$ cat config.mk
export PLATFORM = sky130hd
export DESIGN_NAME = pbi_queue
export DESIGN_NICKNAME = d
export VERILOG_FILES = /design/src/hw/rtl/pbi_pkg.sv /design/src/hw/rtl/pbi_queue.sv
export SDC_FILE = /design/constraint.sdc
export NUM_CORES = 1
export LEC_CHECK = 0
export BUFFER_PORTS_ARGS = -buffer_cell sky130_fd_sc_hd__buf_2
export CAP_MARGIN = 20
export CORE_MARGIN = 5
export CORE_UTILIZATION = 41
export CTS_CLUSTER_SIZE = 30
export DETAILED_ROUTE_END_ITERATION = 8
export PLACE_DENSITY_LB_ADDON = 0.15
export SLEW_MARGIN = 20
export SYNTH_ARGS = -nofsm -noshare
export SYNTH_HDL_FRONTEND = slang
export SYNTH_SLANG_ARGS = --single-unit
$ cat constraint.sdc
create_clock -name clock -period 7.9 [get_ports clock]
set_input_delay 1.185 -clock clock [delete_from_list [all_inputs] [get_ports clock]]
set_output_delay 1.185 -clock clock [all_outputs]
set_load 0.02 [all_outputs]
$ cat src/hw/rtl/pbi_pkg.sv
`timescale 1ns / 1ps
`default_nettype none

package pbi_pkg;

   // Field formats
   localparam int COORD_WIDTH    = 24;
   localparam int FRAC_BITS      = 16;
   localparam int TS_WIDTH       = 16;
   localparam int GRAV_WIDTH     = 23;
   localparam int REST_WIDTH     = 16;
   localparam int ZB_WIDTH       = 23;
   localparam int CNT_WIDTH      = 8;

   // Configuration port
   localparam int CSR_ADDR_WIDTH = 2;
   localparam int CSR_DATA_WIDTH = 23;

   localparam logic [CSR_ADDR_WIDTH-1:0] CSR_TIME_STEP   = CSR_ADDR_WIDTH'(0);
   localparam logic [CSR_ADDR_WIDTH-1:0] CSR_GRAVITY     = CSR_ADDR_WIDTH'(1);
   localparam logic [CSR_ADDR_WIDTH-1:0] CSR_RESTITUTION = CSR_ADDR_WIDTH'(2);
   localparam logic [CSR_ADDR_WIDTH-1:0] CSR_Z_BOUND     = CSR_ADDR_WIDTH'(3);

   // Internal widths
   localparam int PROD_WIDTH = COORD_WIDTH + FRAC_BITS + 1;  // coord x unsigned Q0.16
   localparam int STEP_WIDTH = COORD_WIDTH + 1;              // rounded position step
   localparam int WIDE_WIDTH = COORD_WIDTH + FRAC_BITS + 2;  // headroom for sums and clamps
   localparam int GT_WIDTH   = GRAV_WIDTH + TS_WIDTH;        // gravity x time step
   localparam int G_WIDTH    = GT_WIDTH + 1 - FRAC_BITS;     // rounded velocity drop

   localparam int NUM_AXES = 3;
   localparam int AXIS_X   = 0;
   localparam int AXIS_Y   = 1;
   localparam int AXIS_Z   = 2;

   localparam int QUEUE_DEPTH_DEF = 4;

   localparam logic signed [PROD_WIDTH-1:0] ROUND_HALF = PROD_WIDTH'(2 ** (FRAC_BITS - 1));
   localparam logic signed [WIDE_WIDTH-1:0] WALL_UNIT  = WIDE_WIDTH'(2 ** FRAC_BITS);

   typedef logic signed [COORD_WIDTH-1:0] coord_type;

   typedef struct packed {
      coord_type              pos_x;
      coord_type              pos_y;
      coord_type              pos_z;
      coord_type              vel_x;
      coord_type              vel_y;
      coord_type              vel_z;
      logic [CNT_WIDTH-1:0]   bounces_left;
   } req_type;

   typedef struct packed {
      coord_type              new_pos_x;
      coord_type              new_pos_y;
      coord_type              new_pos_z;
      coord_type              new_vel_x;
      coord_type              new_vel_y;
      coord_type              new_vel_z;
      logic [CNT_WIDTH-1:0]   new_bounces_left;
      logic                   alive;
   } rsp_type;

   typedef struct packed {
      logic [TS_WIDTH-1:0]    time_step;
      logic [GRAV_WIDTH-1:0]  gravity;
      logic [REST_WIDTH-1:0]  restitution;
      logic [ZB_WIDTH-1:0]    z_bound;
   } cfg_type;

   // Particle after integration and wall clamp, waiting for its bounce rounds
   typedef struct packed {
      coord_type [NUM_AXES-1:0] pos;
      coord_type [NUM_AXES-1:0] vel;
      logic [NUM_AXES-1:0]      hit;
      logic [CNT_WIDTH-1:0]     count;
   } work_type;

   localparam cfg_type CFG_RESET = '{
      time_step:   TS_WIDTH'(1092),
      gravity:     GRAV_WIDTH'(642253),
      restitution: REST_WIDTH'(52429),
      z_bound:     ZB_WIDTH'(65536)
   };

   // Saturate to the signed coordinate range
   function automatic coord_type sat_coord(input logic signed [WIDE_WIDTH-1:0] v);
      logic signed [WIDE_WIDTH-1:0] max_w;
      logic signed [WIDE_WIDTH-1:0] min_w;
      max_w = WIDE_WIDTH'({1'b0, {(COORD_WIDTH-1){1'b1}}});
      min_w = ~max_w;
      if (v > max_w) begin
         return max_w[COORD_WIDTH-1:0];
      end else if (v < min_w) begin
         return min_w[COORD_WIDTH-1:0];
      end
      return v[COORD_WIDTH-1:0];
   endfunction

   // Round half up and drop the fraction bits
   function automatic logic signed [PROD_WIDTH-1:0] rnd_frac(
      input logic signed [PROD_WIDTH-1:0] v
   );
      logic signed [PROD_WIDTH-1:0] t;
      t = v + ROUND_HALF;
      return t >>> FRAC_BITS;
   endfunction

endpackage

`default_nettype wire

$ cat src/hw/rtl/pbi_queue.sv
`timescale 1ns / 1ps
`default_nettype none

module pbi_queue
   import pbi_pkg::*;
#(
   parameter int DEPTH = QUEUE_DEPTH_DEF
)
(
   input  wire logic     clock,
   input  wire logic     reset,
   input  wire logic     push_valid,
   input  wire work_type push_data,
   output logic          full,
   input  wire logic     pop,
   output logic          pop_valid,
   output work_type      pop_data
);

   localparam int PTR_WIDTH = $clog2(DEPTH);
   localparam int FILL_WIDTH = $clog2(DEPTH + 1);
   localparam logic [PTR_WIDTH-1:0]  LAST_PTR = PTR_WIDTH'(DEPTH - 1);
   localparam logic [FILL_WIDTH-1:0] FULL_FILL = FILL_WIDTH'(DEPTH);

   work_type mem_ff [DEPTH];

   logic [PTR_WIDTH-1:0]  wr_ptr_ff;
   logic [PTR_WIDTH-1:0]  rd_ptr_ff;
   logic [FILL_WIDTH-1:0] fill_ff;
   logic                  do_push;
   logic                  do_pop;

   assign full      = fill_ff == FULL_FILL;
   assign pop_valid = fill_ff != '0;
   assign do_push   = push_valid && !full;
   assign do_pop    = pop && pop_valid;
   assign pop_data  = mem_ff[rd_ptr_ff];

   always_ff @(posedge clock) begin
      if (reset) begin
         wr_ptr_ff <= '0;
         rd_ptr_ff <= '0;
         fill_ff   <= '0;
      end else begin
         if (do_push) begin
            wr_ptr_ff <= (wr_ptr_ff == LAST_PTR) ? '0 : wr_ptr_ff + PTR_WIDTH'(1);
         end
         if (do_pop) begin
            rd_ptr_ff <= (rd_ptr_ff == LAST_PTR) ? '0 : rd_ptr_ff + PTR_WIDTH'(1);
         end
         case ({do_push, do_pop})
            2'b10:   fill_ff <= fill_ff + FILL_WIDTH'(1);
            2'b01:   fill_ff <= fill_ff - FILL_WIDTH'(1);
            default: fill_ff <= fill_ff;
         endcase
      end
   end

   always_ff @(posedge clock) begin
      if (do_push) begin
         mem_ff[wr_ptr_ff] <= push_data;
      end
   end

   a_fill_bounded: assert property (@(posedge clock) disable iff (reset)
      fill_ff <= FULL_FILL)
      else $error("queue fill beyond depth");

   a_push_counts: assert property (@(posedge clock) disable iff (reset)
      do_push && !do_pop |=> fill_ff == $past(fill_ff) + FILL_WIDTH'(1))
      else $error("queue fill did not follow a push");

endmodule

`default_nettype wire

* After elaboration in Yosys (flattened, before gate mapping)
Memories as Yosys holds them, arrays and structs flattened. A register that Yosys moved wholly into a read port is not among the register bits.
Index checks and enable logic that the tools add are counted.
** Storage, ports and cells
- Output and inout bits :: 157
- Word-level logic and storage cells :: 25
- Memory bits (writable) :: 620
- Memories kept :: 1
- Bits in registers :: 7
- Input port bits :: 159
** Operators by class
- Equality and inequality tests :: 5
- Add/sub/neg operators :: 4
- Mux-type cells :: 7
- Reductions and logical operators :: 5
** Memory list
- mem_ff :: words 4, width 155, read ports 1, clocked after memory_dff 1, wr ports 1, RTL line pbi_queue.sv:25 : work_type mem_ff [DEPTH];
** Operators by type and width (number)
- $mux 2 :: 4
- $eq 2x2->1 const B :: 3
- $pmux 3 s2 :: 1
- $add 2x1->2 const B :: 2
- $add 3x1->3 const B :: 1
- $eq 3x3->1 const B :: 1
- $reduce_bool 3->1 :: 1
- $sub 3x1->3 const B :: 1
- $eq 2x1->1 const B :: 1
- $logic_and 1x1->1 :: 2
- $mux 1 :: 2
- $reduce_bool 2->1 :: 1
- $logic_not 1->1 :: 1

* Depth between registers and ports, before layout
- Word-level depth :: 5
- Mapped depth :: 10
- Mapped depth without buffers :: 9

* Worst setup path after synthesis
OpenSTA, ideal clock, no wires.
- Path kind :: in2reg
- Start :: input port push_valid
- End :: memory mem_ff[0][0] in the netlist's numbering, enable pin
- Library setup time :: 0.446 ns
- Path slack :: 4.361 ns
- Arrival time :: 3.093 ns
- Cell stages on the path :: 1
- Path through :: and3_2
** Between the ends
- Longest elaborated chain between the ends :: 3
** Ends and longest elaborated chain
- start: declaration :: RTL line pbi_queue.sv:12 : input wire logic push_valid,
- $logic_and 1x1->1 :: RTL line pbi_queue.sv:35 : assign do_push = push_valid && !full;
- $mux 1 :: RTL line pbi_queue.sv:60 : if (do_push) begin
- $mux 1 (not written as such) :: RTL line pbi_queue.sv:61 : mem_ff[wr_ptr_ff] <= push_data;
- end: declaration :: RTL line pbi_queue.sv:25
Every way passes these cells.

==> qor_table.md <==
| Group | Result | Value |
|:---|:---|:---|
| status | Status | complete, no violations |
| timing | Worst setup skew after layout | 0.0150 ns |
| die | Row count | 86 |
| grt | GR Util All Layers | 0.154 |
| logic synthesis | Post-synth net total | 1,029 |
| clock network | Maximum level of the CTS H-tree | 3 |
| setup path | Worst path slowest cell | buf_4 |
| setup path | Data required time at the worst endpoint | 6.71 ns |
| timing | Max Clock Freq | 0.244 GHz |
| timing | Hold Vio Cnt, Final | 0 |
| layout | Layout cells sized above 1 | 0.458 |
| clock network | Post-CTS Repair Setup Buffers | 0 |
| clock network | CTS Root Buffer Type | clkbuf_16 |
| logic synthesis | Area share of xor/xnor cells in the synthesized design | 0.000766 |
| placed design | Final Wtd Congestion | 0.701 |
| layout | # nets final | 1,389 |
| grt | Grt met2 use | 0.241 |
| grt | Vias in the first global route | 10,800 |
| setup path | Critical register-to-register path startpoint | fill_ff[0]$_SDFFE_PP0P_ |
| logic synthesis | Sequential-to-total area share from yosys stat | 0.822 |
| logic synthesis | Number of enable-type register cells in the synthesized netlist | 620 |
| logic synthesis | Combinational family with the most area after synthesis | multiplexers |
| power and ir drop | PD cells | 329 nW/um^2 |
| placed design | Placed cell count | 1,901 |
| placed design | Post-Place Worst Slack | 4.32 ns |
| die | Height of the chip | 246 um |
| detailed routing | Number of routed nets with antenna violations | 0 |
| layout | Synth-to-Final Area Change | 19.5% |
| logic synthesis | Post-synthesis share of cell area spent on full adders, half adders and majority gates | 0.00416 |
| power and ir drop | Leakage dissipation | 9.06 nW |
| clock network | Sink count of the clock tree | 629 |
| detailed routing | Initial detailed-routing violation count | 620 |
| logic synthesis | Area fraction in and, or, nand and nor cells after synthesis | 0.00449 |
| logic synthesis | Register bit count reported by yosys | 629 |
| timing | Headroom to the max-slew limit | 0.318 |
| clock network | TritonCTS clock tree | built |
| timing | Final setup slack of the worst path | 3.81 ns |
| timing | Final Max Tran Viols | 0 |
| setup path | Endpoint type of the worst setup path | output port |
| logic synthesis | Post-Syn Area per Cell | 26.5 um^2 |
| logic synthesis | Netlist area before placement | 22,900 um^2 |
| detailed routing | Routed via count | 10,200 |
| logic synthesis | Commonest register cell after synthesis | edfxtp_1 |
| logic synthesis | Async set-or-reset flop fraction in the synthesized netlist | 0 |
| layout | Final Core Density | 0.495 |
| timing | Worst Max-Slew Pin Slew | 1.02 ns |
| grt | Grt total ovfl | 0 |
| grt | Met1 Usage GRT | 0.207 |
| setup path | Last element of the critical path | pop_data[39] |
| power and ir drop | Total power | 0.00898 W |
| layout | Filler Cell Count | 4,463 |
| clock network | Post-cts gate resize count | 0 |
| setup path | Maximum fanout encountered on the critical timing path | 42 |
| clock network | Clk buf depth | 3 |
| logic synthesis | Mux cell area share after synthesis | 0.153 |
| die | Core area | 55,200 um^2 |
| detailed routing | Post-detailed-route via-to-cell ratio | 5.07 |
| logic synthesis | Synth Instances | 863 |
| grt | Met3 layer usage reported by global route | 0.0502 |
| timing | Final Setup Violations | 0 |
| clock network | Number of buffers created by CTS | 68 |
| setup path | Crit path DAT | 2.91 ns |
| power and ir drop | Worst IR drop on VDD | 0.000197 V |
| setup path | CP startpoint kind | register |
| flow run | Max-cap violations | 0 |
| setup path | Largest stage delay on the critical path | 0.76 ns |
| placed design | HPWL Detailed | 27,800 um |
| timing | Setup repair after global routing missed its margin | false |
| min path | Worst hold path class | register to register |
| clock network | Register clock-pin slew on the reported worst setup and hold paths | 0.06 ns |
| logic synthesis | Post-synthesis compound-gate area fraction | 0.00230 |
| setup path | Worst Path Class, Setup | register to output port |
| detailed routing | Avg WL per Cell | 23.2 um |
| detailed routing | DRC violations left | 0 |
| setup path | Reg2Reg Capture Point | mem_ff[3][41]$_DFFE_PP_ |
| detailed routing | First-pass detailed-route iteration total | 5 |
| detailed routing | Final wirelength | 46,900 um |
| timing | Period minus WS final | 4.09 ns |
| clock network | Later-pin clock latency in the skew report | 0.58 ns |
| grt | First-pass GRT wire length | 69,600 um |
| logic synthesis | Synth warnings | 0 |
| logic synthesis | Number of unique standard cell types used by synthesis | 26 |
| timing | Final worst path period share | 0.518 |
| setup path | Internal reg-to-reg setup slack | 5.01 ns |
| setup path | Logic depth of the worst register-to-register path | 3 |
| timing | Total Neg Setup Slack | 0 ns |
| die | Die Wd | 246 um |
| layout | Finished Layout Cells | 2,022 |
| die | Die footprint | 60,600 um^2 |
| grt | Maximum number of pins on one net before global-route repair | 95 |
| die | Top-level port count | 316 |
| setup path | CP Cell Sequence | buf_4 -> mux4_2 -> buf_2 |
| die | Initial standard-cell utilization of the core | 0.414 |
| placed design | Buffers added on ports | 315 |
| clock network | Hold_buf cts | 0 |
| grt | Most Used Layer, Global Route | met2 |
| grt | Initial antenna violation count | 13 |
==> registers in the layout (all words and copies together) (netlist names), named ones only <==
| signal | cells |
|---|---|
| fill_ff | 3 |
| mem_ff | 620 |
| rd_ptr_ff | 2 |
| wr_ptr_ff | 2 |
==> logic make-up after synthesis <==
kind of cell / Yosys count
adder cells (fa/ha/maj): 7
multiplexers: 156
flip-flops: 629
AND/OR/NAND/NOR: 17
XOR/XNOR: 2
buffers and inverters: 44
AO/OA/AOI/OAI: 8
==> Yosys cell counts, types with 2 or more instances <==
library cell | n | area, um^2
a21oi_1 | 4 | 20.0
and3_2 | 4 | 30.0
buf_2 | 9 | 45.0
buf_4 | 2 | 15.0
buf_6 | 16 | 180
clkbuf_1 | 9 | 33.8
dfxtp_1 | 9 | 180
edfxtp_1 | 620 | 18600
ha_1 | 6 | 75.1
inv_1 | 8 | 30.0
mux4_2 | 155 | 3490
nand3_1 | 2 | 10.0
nor2_1 | 4 | 15.0
or3_2 | 2 | 15.0
xor2_1 | 2 | 17.5
==> placed cells by master, fill, tap and decap left out, types with 7 or more instances in the layout <==
cell	Yosys	layout
clkbuf_1	9	14
inv_1	8	8
buf_4	2	9
clkinv_2	0	14
buf_2	9	315
dfxtp_1	9	7
clkbuf_16	0	71
edfxtp_1	620	620
clkinv_1	0	12
mux4_2	155	155
==> through the flow <==
step / cell area [um^2] / hold WS [ns]
3_5_place_dp: 25200 / 0.500
2_1_floorplan: 22900 / 0.463
4_1_cts: 27300 / 0.511
5_1_grt: 27300 / 0.529
6_report: 27300 / 0.500
3_3_place_gp: 25200 / 0.490
==> worst min-delay path by stage <==
stage	slack (ns)	end	start	cells after the start
floorplan	0.46	register	rd_ptr_ff[0]$_SDFFE_PP0P_	2
global placement	0.49	register	rd_ptr_ff[0]$_SDFFE_PP0P_	2
detailed placement	0.50	register	rd_ptr_ff[0]$_SDFFE_PP0P_	2
CTS	0.51	register	rd_ptr_ff[0]$_SDFFE_PP0P_	2
global route	0.53	register	rd_ptr_ff[0]$_SDFFE_PP0P_	2
finish	0.50	register	rd_ptr_ff[0]$_SDFFE_PP0P_	2
==> per-layer routing <==
layer	vias to the layer above	part of all wire
li1	4466	-
met3	81	0.082
met1	5372	0.42
met5	-	0.0021
met2	310	0.48
met4	16	0.018
==> critical path: cells and delay by family (launching register included) <==
family,cells,cell delay (ns)
mux,1,0.65
flops,1,0.64
buf+inv,2,0.95
==> power breakdown <==
group	leakage, nW	internal [W]	switching [W]
clock network	1.03	0.00176	0.00121
registers	5.76	0.00401	0.000103
logic	2.27	0.000762	0.00114
==> final cells by class <==
type	count	area (um^2)	share of cell area
Antenna cell	5	12.5	0.000458
Clock buffer	85	1830	0.0669
Clock inverter	31	244	0.00893
Inverter	8	30.0	0.00110
Multi-Input combinational cell	190	3780	0.138
Sequential cell	629	18800	0.688
Tap cell	748	936	0.0343
Timing Repair Buffer	326	1680	0.0616
(Power assumes the default switching activity.)
