==> config.mk <==
export PLATFORM = sky130hd
export DESIGN_NAME = pbi_front
export DESIGN_NICKNAME = d
export VERILOG_FILES = /design/src/hw/rtl/pbi_pkg.sv /design/src/hw/rtl/pbi_front.sv
export SDC_FILE = /design/constraint.sdc
export NUM_CORES = 2
export LEC_CHECK = 0
export BUFFER_PORTS_ARGS = -buffer_cell sky130_fd_sc_hd__buf_4
export CORE_MARGIN = 5
export CORE_UTILIZATION = 55
export CTS_CLUSTER_DIAMETER = 100
export DETAILED_ROUTE_END_ITERATION = 16
export PLACE_DENSITY = 0.73
export RECOVER_POWER = 50
export SYNTH_ARGS = -nofsm -noshare
export SYNTH_HDL_FRONTEND = slang
export SYNTH_SLANG_ARGS = --single-unit
==> constraint.sdc <==
create_clock -name clock -period 29.9 [get_ports clock]
set_input_delay 1.495 -clock clock [delete_from_list [all_inputs] [get_ports clock]]
set_output_delay 1.495 -clock clock [all_outputs]
set_load 0.03 [all_outputs]
==> src/hw/rtl/pbi_pkg.sv <==
`timescale 1ns / 1ps
`default_nettype none

package pbi_pkg;

   // Field formats
   localparam int COORD_WIDTH    = 24;
   localparam int FRAC_BITS      = 16;
   localparam int TS_WIDTH       = 16;
   localparam int GRAV_WIDTH     = 23;
   localparam int REST_WIDTH     = 16;
   localparam int ZB_WIDTH       = 23;
   localparam int CNT_WIDTH      = 8;

   // Configuration port
   localparam int CSR_ADDR_WIDTH = 2;
   localparam int CSR_DATA_WIDTH = 23;

   localparam logic [CSR_ADDR_WIDTH-1:0] CSR_TIME_STEP   = CSR_ADDR_WIDTH'(0);
   localparam logic [CSR_ADDR_WIDTH-1:0] CSR_GRAVITY     = CSR_ADDR_WIDTH'(1);
   localparam logic [CSR_ADDR_WIDTH-1:0] CSR_RESTITUTION = CSR_ADDR_WIDTH'(2);
   localparam logic [CSR_ADDR_WIDTH-1:0] CSR_Z_BOUND     = CSR_ADDR_WIDTH'(3);

   // Internal widths
   localparam int PROD_WIDTH = COORD_WIDTH + FRAC_BITS + 1;  // coord x unsigned Q0.16
   localparam int STEP_WIDTH = COORD_WIDTH + 1;              // rounded position step
   localparam int WIDE_WIDTH = COORD_WIDTH + FRAC_BITS + 2;  // headroom for sums and clamps
   localparam int GT_WIDTH   = GRAV_WIDTH + TS_WIDTH;        // gravity x time step
   localparam int G_WIDTH    = GT_WIDTH + 1 - FRAC_BITS;     // rounded velocity drop

   localparam int NUM_AXES = 3;
   localparam int AXIS_X   = 0;
   localparam int AXIS_Y   = 1;
   localparam int AXIS_Z   = 2;

   localparam int QUEUE_DEPTH_DEF = 4;

   localparam logic signed [PROD_WIDTH-1:0] ROUND_HALF = PROD_WIDTH'(2 ** (FRAC_BITS - 1));
   localparam logic signed [WIDE_WIDTH-1:0] WALL_UNIT  = WIDE_WIDTH'(2 ** FRAC_BITS);

   typedef logic signed [COORD_WIDTH-1:0] coord_type;

   typedef struct packed {
      coord_type              pos_x;
      coord_type              pos_y;
      coord_type              pos_z;
      coord_type              vel_x;
      coord_type              vel_y;
      coord_type              vel_z;
      logic [CNT_WIDTH-1:0]   bounces_left;
   } req_type;

   typedef struct packed {
      coord_type              new_pos_x;
      coord_type              new_pos_y;
      coord_type              new_pos_z;
      coord_type              new_vel_x;
      coord_type              new_vel_y;
      coord_type              new_vel_z;
      logic [CNT_WIDTH-1:0]   new_bounces_left;
      logic                   alive;
   } rsp_type;

   typedef struct packed {
      logic [TS_WIDTH-1:0]    time_step;
      logic [GRAV_WIDTH-1:0]  gravity;
      logic [REST_WIDTH-1:0]  restitution;
      logic [ZB_WIDTH-1:0]    z_bound;
   } cfg_type;

   // Particle after integration and wall clamp, waiting for its bounce rounds
   typedef struct packed {
      coord_type [NUM_AXES-1:0] pos;
      coord_type [NUM_AXES-1:0] vel;
      logic [NUM_AXES-1:0]      hit;
      logic [CNT_WIDTH-1:0]     count;
   } work_type;

   localparam cfg_type CFG_RESET = '{
      time_step:   TS_WIDTH'(1092),
      gravity:     GRAV_WIDTH'(642253),
      restitution: REST_WIDTH'(52429),
      z_bound:     ZB_WIDTH'(65536)
   };

   // Saturate to the signed coordinate range
   function automatic coord_type sat_coord(input logic signed [WIDE_WIDTH-1:0] v);
      logic signed [WIDE_WIDTH-1:0] max_w;
      logic signed [WIDE_WIDTH-1:0] min_w;
      max_w = WIDE_WIDTH'({1'b0, {(COORD_WIDTH-1){1'b1}}});
      min_w = ~max_w;
      if (v > max_w) begin
         return max_w[COORD_WIDTH-1:0];
      end else if (v < min_w) begin
         return min_w[COORD_WIDTH-1:0];
      end
      return v[COORD_WIDTH-1:0];
   endfunction

   // Round half up and drop the fraction bits
   function automatic logic signed [PROD_WIDTH-1:0] rnd_frac(
      input logic signed [PROD_WIDTH-1:0] v
   );
      logic signed [PROD_WIDTH-1:0] t;
      t = v + ROUND_HALF;
      return t >>> FRAC_BITS;
   endfunction

endpackage

`default_nettype wire

==> src/hw/rtl/pbi_front.sv <==
`timescale 1ns / 1ps
`default_nettype none

module pbi_front
   import pbi_pkg::*;
(
   input  wire logic     clock,
   input  wire logic     reset,
   input  wire logic     req_valid,
   input  wire req_type  req_data,
   output logic          req_stall,
   input  wire cfg_type  cfg,
   output logic          push_valid,
   output work_type      push_data,
   input  wire logic     q_full
);

   logic front_adv;

   logic s1_valid_ff;
   logic s2_valid_ff;
   logic s3_valid_ff;
   logic s4_valid_ff;

   req_type                s1_req_ff;
   logic [GT_WIDTH-1:0]    s1_gt_ff;
   logic [GT_WIDTH-1:0]    gt_in;

   coord_type [NUM_AXES-1:0] s2_pos_ff;
   coord_type [NUM_AXES-1:0] s2_vel_ff;
   logic [CNT_WIDTH-1:0]     s2_cnt_ff;
   coord_type [NUM_AXES-1:0] s2_vel_in;

   coord_type [NUM_AXES-1:0] s3_pos_ff;
   coord_type [NUM_AXES-1:0] s3_vel_ff;
   logic [CNT_WIDTH-1:0]     s3_cnt_ff;
   logic signed [PROD_WIDTH-1:0] s3_prod_ff [NUM_AXES];
   logic signed [PROD_WIDTH-1:0] prod_in    [NUM_AXES];

   coord_type [NUM_AXES-1:0] s4_pos_ff;
   coord_type [NUM_AXES-1:0] s4_vel_ff;
   logic [CNT_WIDTH-1:0]     s4_cnt_ff;
   logic signed [STEP_WIDTH-1:0] s4_step_ff [NUM_AXES];
   logic signed [STEP_WIDTH-1:0] step_in    [NUM_AXES];

   logic [GT_WIDTH:0]            g_sum;
   logic [G_WIDTH-1:0]           g_step;
   logic signed [WIDE_WIDTH-1:0] vz_wide;

   logic signed [WIDE_WIDTH-1:0] pos_sum  [NUM_AXES];
   logic signed [WIDE_WIDTH-1:0] wall_lim [NUM_AXES];
   logic [NUM_AXES-1:0]          wall_lo;
   logic [NUM_AXES-1:0]          wall_hi;

   // hold every stage while the last one waits on a full queue
   assign front_adv  = !s4_valid_ff || !q_full;
   assign req_stall  = !front_adv;
   assign push_valid = s4_valid_ff;

   assign gt_in = GT_WIDTH'(cfg.gravity) * GT_WIDTH'(cfg.time_step);

   // gravity step on vertical velocity
   always_comb begin
      g_sum     = {1'b0, s1_gt_ff} + (GT_WIDTH + 1)'(2 ** (FRAC_BITS - 1));
      g_step    = g_sum[GT_WIDTH:FRAC_BITS];
      vz_wide   = WIDE_WIDTH'(s1_req_ff.vel_z) - $signed(WIDE_WIDTH'(g_step));
      s2_vel_in[AXIS_X] = s1_req_ff.vel_x;
      s2_vel_in[AXIS_Y] = s1_req_ff.vel_y;
      s2_vel_in[AXIS_Z] = sat_coord(vz_wide);
   end

   always_comb begin
      for (int k = 0; k < NUM_AXES; k++) begin
         prod_in[k] = PROD_WIDTH'($signed(s2_vel_ff[k]))
                    * PROD_WIDTH'($signed({1'b0, cfg.time_step}));
         step_in[k] = STEP_WIDTH'(rnd_frac(s3_prod_ff[k]));
      end
   end

   // move, clamp to the walls, classify hits
   always_comb begin
      push_data.vel = s4_vel_ff;
      for (int k = 0; k < NUM_AXES; k++) begin
         pos_sum[k]  = WIDE_WIDTH'($signed(s4_pos_ff[k])) + WIDE_WIDTH'(s4_step_ff[k]);
         wall_lim[k] = (k == AXIS_Z) ? $signed(WIDE_WIDTH'(cfg.z_bound)) : WALL_UNIT;
         wall_lo[k]  = pos_sum[k] < -wall_lim[k];
         wall_hi[k]  = pos_sum[k] > wall_lim[k];
         if (wall_lo[k]) begin
            push_data.pos[k] = sat_coord(-wall_lim[k]);
         end else if (wall_hi[k]) begin
            push_data.pos[k] = sat_coord(wall_lim[k]);
         end else begin
            push_data.pos[k] = sat_coord(pos_sum[k]);
         end
      end
      push_data.hit = wall_lo | wall_hi;
      // only the floor costs a bounce, and the count stops at zero
      if (wall_lo[AXIS_Z] && s4_cnt_ff != '0) begin
         push_data.count = s4_cnt_ff - CNT_WIDTH'(1);
      end else begin
         push_data.count = s4_cnt_ff;
      end
   end

   always_ff @(posedge clock) begin
      if (reset) begin
         s1_valid_ff <= 1'b0;
         s2_valid_ff <= 1'b0;
         s3_valid_ff <= 1'b0;
         s4_valid_ff <= 1'b0;
      end else if (front_adv) begin
         s1_valid_ff <= req_valid;
         s2_valid_ff <= s1_valid_ff;
         s3_valid_ff <= s2_valid_ff;
         s4_valid_ff <= s3_valid_ff;
      end
   end

   always_ff @(posedge clock) begin
      if (front_adv) begin
         s1_req_ff <= req_data;
         s1_gt_ff  <= gt_in;

         s2_pos_ff[AXIS_X] <= s1_req_ff.pos_x;
         s2_pos_ff[AXIS_Y] <= s1_req_ff.pos_y;
         s2_pos_ff[AXIS_Z] <= s1_req_ff.pos_z;
         s2_vel_ff         <= s2_vel_in;
         s2_cnt_ff         <= s1_req_ff.bounces_left;

         s3_pos_ff <= s2_pos_ff;
         s3_vel_ff <= s2_vel_ff;
         s3_cnt_ff <= s2_cnt_ff;

         s4_pos_ff <= s3_pos_ff;
         s4_vel_ff <= s3_vel_ff;
         s4_cnt_ff <= s3_cnt_ff;

         for (int k = 0; k < NUM_AXES; k++) begin
            s3_prod_ff[k] <= prod_in[k];
            s4_step_ff[k] <= step_in[k];
         end
      end
   end

   a_x_inside_walls: assert property (@(posedge clock) disable iff (reset)
      push_valid |-> (WIDE_WIDTH'($signed(push_data.pos[AXIS_X])) <= WALL_UNIT)
                  && (WIDE_WIDTH'($signed(push_data.pos[AXIS_X])) >= -WALL_UNIT))
      else $error("x position left the walls after clamp");

   a_count_never_rises: assert property (@(posedge clock) disable iff (reset)
      push_valid |-> push_data.count <= s4_cnt_ff)
      else $error("bounce count increased");

   a_hold_on_full: assert property (@(posedge clock) disable iff (reset)
      s4_valid_ff && q_full |=> s4_valid_ff && $stable(s4_pos_ff) && $stable(s4_vel_ff))
      else $error("front stage lost its particle while the queue was full");

endmodule

`default_nettype wire

# Yosys cells after proc, flatten, opt, wreduce, memory -nomap -nowiden
# Memories as Yosys holds them, arrays and structs flattened.
# Cells that the tools add are included.
# word_totals
n_memories	2
ff_bits	651
inputBits	234
mem_bits_rw	198
# mem_list
name	words	word_bits	read_ports	rd_clocked_by_memory_dff	wr	line_no	source
s3_prod_ff	3	41	3	0	3	pbi_front.sv:37	logic signed [PROD_WIDTH-1:0] s3_prod_ff [NUM_AXES];
s4_step_ff	3	25	3	0	3	pbi_front.sv:43	logic signed [STEP_WIDTH-1:0] s4_step_ff [NUM_AXES];
# classes
multipliers	4
n_reduce_logical	6
bitwise_logic	1
muxes	41
add_sub_neg	10
magnitude_cmp	16
# ops
operator	n
$mux 24	21
$add 41x17->41 const B	3
$mul 24x17->41	3
$gt 26x24->1 const B	4
$lt 26x24->1 const B	4
$add 24x25->26	3
$gt 26x18->1 const B	2
$lt 26x17->1 const B	2
$gt 42x24->1 const B	1
$lt 26x42->1	1
$lt 42x24->1 const B	1
$neg 23->42	1
$add 39x16->40 const B	1
$mul 23x16->39	1
$gt 26x24->1	1
$sub 24x25->26	1
$mux 1	19
$mux 8	1
$reduce_bool 8->1	1
$sub 8x1->8 const B	1
$logic_not 1->1	3
$or 3x3->3	1
$logic_and 1x1->1	1
$logic_or 1x1->1	1

# Longest topological paths before layout
# An unclocked memory read counts as a cell.
# depth
depth_word	10
depth_mapped	26
mapped_depth_nobuf	24

# Worst setup path before layout
# Ideal clock, no wire load.
# synth_timing
kind	input to output
start	input port q_full
end	output port req_stall
cell_stages	2
path_buffers	0
path_slack_ps	5885
arrival_ps	22520
path_cell_list	nand2_1 -> inv_1
# synth_between
elab_chain_cells	3
# synth_rtl
element	line_no	source
start, declared	pbi_front.sv:15	input wire logic q_full
$logic_not 1->1	pbi_front.sv:56	assign front_adv = !s4_valid_ff || !q_full;
$logic_or 1x1->1	pbi_front.sv:56	
$logic_not 1->1	pbi_front.sv:57	assign req_stall = !front_adv;
end, declared	pbi_front.sv:11	output logic req_stall,
# Every way passes these cells.

==> flow_summary.rst <==
.. list-table::
   :header-rows: 1

   * - Metric
     - Value
   * - Synth unique cells
     - 98
   * - Top reg by flops
     - s1_req_ff
   * - Worst-Margin Slew
     - 3.47 ns
   * - Fill cell total of the finished layout
     - 12700
   * - Overall routed net length
     - 198 mm
   * - Biggest area contributors in the synthesized netlist
     - sky130_fd_sc_hd__fa_1 33%, sky130_fd_sc_hd__edfxtp_1 28%, sky130_fd_sc_hd__ha_1 8.4%
   * - Clock skew
     - 0.0442 ns
   * - CP max-delay cell
     - sky130_fd_sc_hd__clkbuf_1
   * - Registers with the highest flip-flop counts
     - s1_req_ff x152, s3_prod_ff x78, s4_step_ff x75
   * - Number of sinks driven by the clock tree
     - 789
   * - Area of the core
     - 154000 um^2
   * - Starting DRC count in detailed routing
     - 3732
   * - Post-Synthesis Mean Instance Area
     - 10.5 um^2
   * - Syn Std Cell Area
     - 85600 um^2
   * - Number of register bits inferred by synthesis
     - 789
   * - Number of iterations in the first detailed-routing pass
     - 8
   * - Violations in the final reports
     - capacitance limit, slew limit
   * - Leading cell types in the layout, fill and taps excluded
     - 1797 x sky130_fd_sc_hd__inv_1, 1420 x sky130_fd_sc_hd__fa_1, 1122 x sky130_fd_sc_hd__nand2_1
   * - Type of element launching the critical path
     - input port
   * - Via density
     - 5.46
   * - Ys async rst share
     - 0%
   * - I/O Pins
     - 391
   * - Fin crit share
     - 31.5%
   * - Floorplan die area
     - 164000 um^2
   * - Yosys Warn Count
     - 0
   * - Net total in the final layout
     - 10600
   * - Critical path cell sequence
     - clkbuf_4 -> nand2_1 -> clkbuf_1 -> buf_4 -> buf_4 -> buf_4 -> buf_4
   * - Type of the worst min-delay path
     - reg -> reg
   * - Number of routed nets with antenna violations
     - 0
   * - Final Slew Violations
     - 200
   * - Setup repair after global routing missed its margin
     - no
   * - Total number of placement rows
     - 144
   * - Max_cap viols
     - 3
   * - Peak fanout along the critical path
     - 83
   * - Outcome
     - complete, but fails checks
   * - Worst setup EP type
     - flip-flop
   * - Fraction of layout instances using a drive strength above 1
     - 6.57%
   * - Clock insertion delay at the later pin of the skew report
     - 0.72 ns
   * - Register area share after synthesis
     - 27.6%
   * - Synth Instances
     - 8177
   * - Most instantiated flip-flop cell in the synthesis netlist
     - sky130_fd_sc_hd__edfxtp_1
   * - H-tree depth
     - 3
   * - Detail-routed net length per standard cell
     - 18.8 um
   * - Vias
     - 57500
   * - Maximum operating frequency
     - 106 MHz
   * - Post-Route Setup TNS
     - 0 ns
   * - Required arrival time at the worst endpoint
     - 30.21 ns
   * - Family with the most delay on the worst path
     - buffers and inverters
   * - Final min period
     - 9.42 ns
   * - Classification of the worst setup path
     - in -> reg
   * - I/O Buffers
     - 374
   * - Chip Height
     - 405 um
   * - Biggest cell delay along the critical path
     - 2.38 ns
   * - Library cell used as clock root buffer
     - sky130_fd_sc_hd__clkbuf_16
   * - Total clock buffers created by CTS
     - 89
   * - Most common cell after layout, fill and taps aside
     - sky130_fd_sc_hd__inv_1
   * - CP Data Arrival Time
     - 9.73 ns
   * - Global-route wire length before repair
     - 324 mm
   * - Syn nets
     - 10400
   * - Detail Placement HPWL
     - 146 mm
   * - Largest net degree at the start of global routing
     - 175
   * - Flip-flop count of the largest register after layout
     - 152
   * - Number of buffers on the longest clock path
     - 3
   * - Antenna violations before repair
     - 4
   * - Total global routing overflow
     - 0
   * - Clock tree from TritonCTS
     - done
   * - Endpoints failing setup
     - 0
   * - Crit path buffers/inverters
     - 6
   * - Number of enable flip-flop cells after synthesis
     - 785
   * - Top-area cell type share of the netlist area
     - 33.2%
   * - Width of the die
     - 405 um
   * - Fin. Hold Viols
     - 0
   * - Aggregate global-route resource usage
     - 24.8%
   * - Via count of the first global-routing pass
     - 62500
   * - Layout area overhead
     - 8.52%
   * - Cts repair resizes
     - 0
   * - Count of buffers added by post-CTS timing repair for setup
     - 0
   * - Initial standard-cell utilization of the core
     - 55.4%
   * - Number of remaining DRC errors
     - 0
   * - Final weighted congestion in routability-driven placement
     - 0.873
   * - Clock transition time at the flip-flop clock pins of the worst setup and hold paths
     - 0.06 ns
   * - Max-slew headroom
     - -131%
   * - CTS hold repair buffers
     - 0
   * - Library cell occupying the most area in the post-synthesis netlist
     - sky130_fd_sc_hd__fa_1
   * - Cell type with the highest occurrence count on the critical path
     - sky130_fd_sc_hd__buf_4
-- kinds of logic (layout without fill, tap and decap cells) --
group                    count (synthesis)  in the layout  share of synthesized area [%]
other                                    0              4                              0
buffers and inverters                 2086           2383                           9.17
AO/OA/AOI/OAI                          695            695                           5.54
multiplexers                             4              4                         0.0468
AND/OR/NAND/NOR                       2309           2309                           12.9
XOR/XNOR                               299            299                           3.06
flip-flops                             789            789                           27.6
adder cells (fa/ha/maj)               1995           1995                           41.6
-- synth_stat cells, types with 55 or more instances --
cell,n
sky130_fd_sc_hd__a21o_1,111
sky130_fd_sc_hd__nand2_1,1122
sky130_fd_sc_hd__ha_1,575
sky130_fd_sc_hd__fa_1,1420
sky130_fd_sc_hd__xnor2_1,207
sky130_fd_sc_hd__nand3_1,86
sky130_fd_sc_hd__nor2_1,194
sky130_fd_sc_hd__nor3_1,73
sky130_fd_sc_hd__nand4_1,55
sky130_fd_sc_hd__and2_1,571
sky130_fd_sc_hd__inv_1,1797
sky130_fd_sc_hd__edfxtp_1,785
sky130_fd_sc_hd__o21ai_0,106
sky130_fd_sc_hd__xor2_1,92
sky130_fd_sc_hd__clkbuf_1,279
sky130_fd_sc_hd__a21oi_1,198
-- per-stage QoR --
step	worst slack (ns)	hold slack, ns	cell area (um^2)	instances	utilization (%)
2_1_floorplan	5.88	0.400	85600	8177	-
3_3_place_gp	20.39	0.400	90200	10400	58.4
3_5_place_dp	20.29	0.405	90200	10400	58.4
4_1_cts	21.04	0.393	93200	10500	60.3
5_1_grt	19.69	0.401	92900	10500	60.2
6_report	20.48	0.395	92900	10500	60.2
-- layer usage --
metal	part of all wire, %	GRT usage, %
met1	41	33.2
met2	48	41.7
met3	7.2	4.24
met4	3.2	7.82
met5	0.0035	0
-- worst register-to-register path, delay by kind of cell, from the launching register on --
family	cells	cell delay [ns]
buf+inv	5	6.14
flops	1	0.31
simple gates	1	1.90
-- worst paths after layout --
kind,start,end,depth (start not counted),slack (ns)
worst min register to register,s3_cnt_ff[6]$_DFFE_PN_,s4_cnt_ff[6]$_DFFE_PN_,0,0.39
worst max-delay path,q_full,s4_step_ff[0][70]$_DFFE_PN_,7,20.48
worst min-delay path,s3_cnt_ff[6]$_DFFE_PN_,s4_cnt_ff[6]$_DFFE_PN_,0,0.39
worst max register to register,push_valid$_SDFFE_PP0N_,s4_step_ff[0][70]$_DFFE_PN_,6,21.07
-- cell type report --
type	instances	area (um^2)	share of cell area [%]
Clock inverter	65	668	0.719
Tap cell	2044	2560	2.75
Clock buffer	100	2290	2.46
Inverter	1798	6750	7.27
Timing Repair Buffer	420	2870	3.09
Sequential cell	789	23700	25.5
Multi-Input combinational cell	5302	54100	58.2
Antenna cell	4	10.0	0.0108
Power is not shown: default switching activity piles up to over one toggle a cycle in this logic, so the estimate is an artifact.
